<file path="src/rtl/robe_divider.sv">
// restoring divider, one quotient bit per cycle, 24-bit quotient
module robe_divider (
   input  logic        clock,
   input  logic        reset,
   input  logic        start,
   input  logic [23:0] dividend,
   input  logic [17:0] divisor,
   output logic        done,
   output logic [23:0] quotient
);
   logic [23:0] q_ff, q_in;
   logic [17:0] r_ff, r_in;
   logic [17:0] d_ff, d_in;
   logic [4:0]  n_ff, n_in;
   logic        busy_ff, busy_in;
   logic        done_ff, done_in;
   logic [18:0] trial;
   logic [18:0] diff;

   always_comb begin
      q_in = q_ff;
      r_in = r_ff;
      d_in = d_ff;
      n_in = n_ff;
      busy_in = busy_ff;
      done_in = 1'b0;
      trial = '0;
      diff = '0;
      if (start) begin
         q_in = dividend;
         r_in = '0;
         d_in = divisor;
         n_in = 5'd0;
         busy_in = 1'b1;
      end else if (busy_ff) begin
         trial = {r_ff, q_ff[23]};
         diff = trial - {1'b0, d_ff};
         if (trial >= {1'b0, d_ff}) begin
            r_in = diff[17:0];
            q_in = {q_ff[22:0], 1'b1};
         end else begin
            r_in = trial[17:0];
            q_in = {q_ff[22:0], 1'b0};
         end
         n_in = n_ff + 5'd1;
         if (n_ff == 5'd23) begin
            busy_in = 1'b0;
            done_in = 1'b1;
         end
      end
   end

   always_ff @(posedge clock) begin
      q_ff <= q_in;
      r_ff <= r_in;
      d_ff <= d_in;
      n_ff <= n_in;
      if (reset) begin
         busy_ff <= 1'b0;
         done_ff <= 1'b0;
      end else begin
         busy_ff <= busy_in;
         done_ff <= done_in;
      end
   end

   assign done = done_ff;
   assign quotient = q_ff;
endmodule
</file>
<file path="config.mk">
export PLATFORM = sky130hd
export DESIGN_NAME = robe_divider
export DESIGN_NICKNAME = d
export VERILOG_FILES = /design/src/rtl/robe_divider.sv
export SDC_FILE = /design/constraint.sdc
export NUM_CORES = 1
export LEC_CHECK = 0
export BUFFER_PORTS_ARGS = -buffer_cell sky130_fd_sc_hd__buf_2
export CORE_AREA = 2 2 111 113
export CTS_CLUSTER_SIZE = 16
export DETAILED_ROUTE_END_ITERATION = 7
export DIE_AREA = 0 0 113 115
export PLACE_DENSITY = 0.45
export SKIP_CTS_REPAIR_TIMING = 1
export SYNTH_ARGS = -nofsm -noshare
export SYNTH_HDL_FRONTEND = slang
export SYNTH_SLANG_ARGS = --single-unit
export TNS_END_PERCENT = 20
</file>
<file path="constraint.sdc">
create_clock -name clock -period 2.75 [get_ports clock]
set_clock_uncertainty 0.05 [all_clocks]
set_input_delay 0.55 -clock clock [delete_from_list [all_inputs] [get_ports clock]]
set_output_delay 0.55 -clock clock [all_outputs]
set_load 0.005 [all_outputs]
</file>
==> metrics.json <==
{
  "result_of_the_run": "finished, final reports clean",
  "number_of_global_route_vias_before_repair": 2530,
  "number_of_antenna_diodes": 0,
  "area.growth.synth_to_final_pct": 25.1,
  "final-hold-violation-count": 0,
  "die_w_um": 113,
  "worst-endpoint-required_ns": 2.79,
  "p_leak_nw": 1.78,
  "power.share.sequential": 0.420,
  "detail_route.iter0.violations": 92,
  "antenna_left": 0,
  "layout_worst_path_cycle_share": 0.913,
  "synthesized_instance_count": 310,
  "clock_path_buffers": 2,
  "r2r-end": "quotient[0]",
  "nets": 451,
  "total_switching_power_mw": 0.683,
  "min-delay-start": "divisor[6]",
  "holdPathEnd": "d_ff[6]",
  "fin_crit_ns": 2.51,
  "clockPowerShare": 0.446,
  "layout_setup_ws_ns": 0.241,
  "power-per-cell-area_nw_per_um2": 651,
  "worst_pin_slew_ns": 0.685,
  "gr-total-overflow": 0,
  "tritoncts": "done",
  "finalSetupTns_ns": 0,
  "grt_pass1_wl_um": 12400,
  "core_area_um2": 11800,
  "wl_per_cell_um": 13.9,
  "rrSetupSlack_ns": 0.24,
  "largest_net_degree_at_the_start_of_global_routing": 25,
  "die_y_um": 115,
  "first_pass_iters": 4,
  "seq_area_frac_synth": 0.505,
  "switch_share": 0.241,
  "overall_routed_net_length_um": 7470,
  "cpLargestDelayFamily": "compound AO/OA/AOI/OAI gates",
  "syn_area_per_cell_um2": 11.2,
  "globalRouteTotalUtil": 0.125,
  "ys_seq_elements": 67,
  "crit_path_end_kind": "register",
  "pin_count": 70,
  "synth.distinct_cells": 40,
  "slowest_delay_ns": 0.33,
  "vdd_ir_drop_max_mv": 0.434,
  "globalplace.congestion": 0.812,
  "ys_warn_count": 0,
  "clock.fmax_mhz": 398,
  "slowest_stage": "sky130_fd_sc_hd__ha_1",
  "mostFrequentLayoutCells": "sky130_fd_sc_hd__buf_2 (69), sky130_fd_sc_hd__edfxtp_1 (42), sky130_fd_sc_hd__nand2_1 (32), sky130_fd_sc_hd__dfxtp_1 (25), sky130_fd_sc_hd__mux2_2 (24)",
  "worst-r2r-cell-count": 9,
  "via_per_inst": 4.64,
  "worstPathMaxFanout": 13,
  "floorplan.rows": 40,
  "final_layout_size_suffix_gt1_frac": 0.309,
  "cts.clk_slew.worst_paths_ns": 0.06,
  "arrival_ns": 2.55,
  "htree_levels": 3,
  "synth-edff-count": 42,
  "share_comb_of_total_power": 0.134,
  "max_slew_margin": 0.542,
  "syn_area_um2": 3490,
  "critical_path.n_buffers_inverters": 2,
  "finalSetupViolations": 0,
  "final.fill_count": 1211,
  "post-route-drc-count": 0,
  "crit-reg2reg-launch": "d_ff[6]",
  "timing.hold.worst.class": "in2reg",
  "fraction_of_registers_with_async_set_reset": 0,
  "cts-buffers-inserted": 9,
  "clkLatencyLatePin_ns": 0.34,
  "post_detail_place_hpwl_um": 5380,
  "pre_cts_ws_ns": 0.0503,
  "cellInternalPower_mw": 2.16,
  "final_common_cell": "sky130_fd_sc_hd__buf_2",
  "initial_antenna_violation_count": 0,
  "slew_viol_final": 0,
  "portBuffers": 69,
  "detailroute.via_count": 2497,
  "synth_ff_type": "sky130_fd_sc_hd__edfxtp_1",
  "timing_worst_setup_path_type": "reg2reg",
  "whs_path_depth": 1,
  "crit_chain": "inv_1 -> ha_1 -> a21oi_1 -> a21boi_0 -> a31oi_2 -> a21oi_2 -> o31ai_4 -> buf_4 -> mux2_2",
  "initial_core_util": 0.295,
  "synthesis.nets": 375,
  "cts_root_buf": "sky130_fd_sc_hd__clkbuf_16",
  "rsz0062_at_grt": "false",
  "maxCapViolCount": 0,
  "worst_setup_path_start_kind": "register",
  "cts_num_sinks": 67,
  "floorplan.die_area_um2": 13000
}
## worst register-to-register path: cells and delay by family, from the launching register on
family          cells  cell delay [ns]
flops               1             0.32
buf+inv             2             0.25
compound gates      5             1.03
mux                 1             0.29
fa+ha+maj           1             0.33
## synthesized netlist by cell type, types with 2 or more instances
| cell | instances | area (um^2) |
|---|---|---|
| sky130_fd_sc_hd__edfxtp_1 | 42 | 1260 |
| sky130_fd_sc_hd__nand2b_1 | 3 | 18.8 |
| sky130_fd_sc_hd__a31oi_1 | 2 | 12.5 |
| sky130_fd_sc_hd__a21oi_1 | 17 | 85.1 |
| sky130_fd_sc_hd__o221ai_1 | 3 | 26.3 |
| sky130_fd_sc_hd__nand2_1 | 32 | 120 |
| sky130_fd_sc_hd__nand4_1 | 4 | 25.0 |
| sky130_fd_sc_hd__mux2_2 | 24 | 270 |
| sky130_fd_sc_hd__clkbuf_1 | 7 | 26.3 |
| sky130_fd_sc_hd__dfxtp_1 | 25 | 500 |
| sky130_fd_sc_hd__a211oi_1 | 8 | 60.1 |
| sky130_fd_sc_hd__a21o_1 | 3 | 22.5 |
| sky130_fd_sc_hd__nand4b_1 | 2 | 17.5 |
| sky130_fd_sc_hd__nor2_1 | 20 | 75.1 |
| sky130_fd_sc_hd__xnor2_1 | 9 | 78.8 |
| sky130_fd_sc_hd__inv_1 | 21 | 78.8 |
| sky130_fd_sc_hd__mux2i_1 | 16 | 160 |
| sky130_fd_sc_hd__nand3_1 | 2 | 10.0 |
| sky130_fd_sc_hd__a21boi_0 | 2 | 15.0 |
| sky130_fd_sc_hd__nor3_1 | 2 | 10.0 |
| sky130_fd_sc_hd__o2bb2a_1 | 2 | 20.0 |
| sky130_fd_sc_hd__o21a_1 | 2 | 15.0 |
| sky130_fd_sc_hd__xor2_1 | 11 | 96.3 |
| sky130_fd_sc_hd__ha_1 | 19 | 238 |
| sky130_fd_sc_hd__o211ai_1 | 3 | 22.5 |
| sky130_fd_sc_hd__o21ai_0 | 15 | 75.1 |
## sequential cells by signal, indices dropped and copies added, names as in the netlist
register / flops
d_ff: 18
done: 1
r_ff: 18
quotient: 24
n_ff: 5
busy_ff: 1
## power groups by stage
stage | clock network (mW) | logic, mW | registers (mW)
after floorplan | 0 | 0.247 | 1.21
after global placement | 0 | 0.382 | 1.21
after detailed placement | 0 | 0.382 | 1.21
after CTS | 1.32 | 0.383 | 1.19
after global routing | 1.35 | 0.428 | 1.20
final | 1.27 | 0.380 | 1.19
## layout make-up
cell class                 instances  area (um^2)  share of cell area
clock inverter                     5         86.3              0.0198
clock buffer                      11          243              0.0557
tap                              147          184              0.0422
sequential                        67         1760               0.404
multi-input combinational        212         1610               0.368
inverter                          21         78.8              0.0181
timing repair buffer              75          403              0.0924
## per-stage QoR
stage	hold slack, ns	total power, mW	std cells	instance area [um^2]	util
final	0.331	2.84	538	4360	0.369
after global routing	0.315	2.98	538	4360	0.369
after CTS	0.313	2.89	538	4350	0.369
after detailed placement	0.426	1.60	522	4020	0.341
after global placement	0.423	1.60	522	4020	0.341
after floorplan	0.403	1.45	310	3490	-
## worst max path at each step
| stage | to | depth (start not counted) | startpoint |
|---|---|---|---|
| after floorplan | r_ff[14] | 11 | quotient[23] |
| after global placement | r_ff[14] | 11 | quotient[23] |
| after detailed placement | r_ff[14] | 11 | quotient[23] |
| after CTS | r_ff[14] | 11 | quotient[23] |
| after global routing | r_ff[14] | 11 | quotient[23] |
| final | quotient[0] | 9 | d_ff[6] |
## kinds of logic after synthesis
logic type,count (synthesis),share of synthesized area
DFF,67,0.505
muxes,40,0.123
and+or+nand+nor,67,0.0829
xor gates and xnor gates,20,0.0503
buffers and inverters,31,0.0366
AOI/OAI and AO/OA,65,0.127
adders and majority gates,20,0.0739
## layer usage
metal / global-route usage / wire length [um]
met1: 0.158 / 3650
met5: 0 / 0
met2: 0.188 / 3230
met3: 0.0490 / 439
met4: 0.0561 / 146
Power figures use the tool's default switching activity.
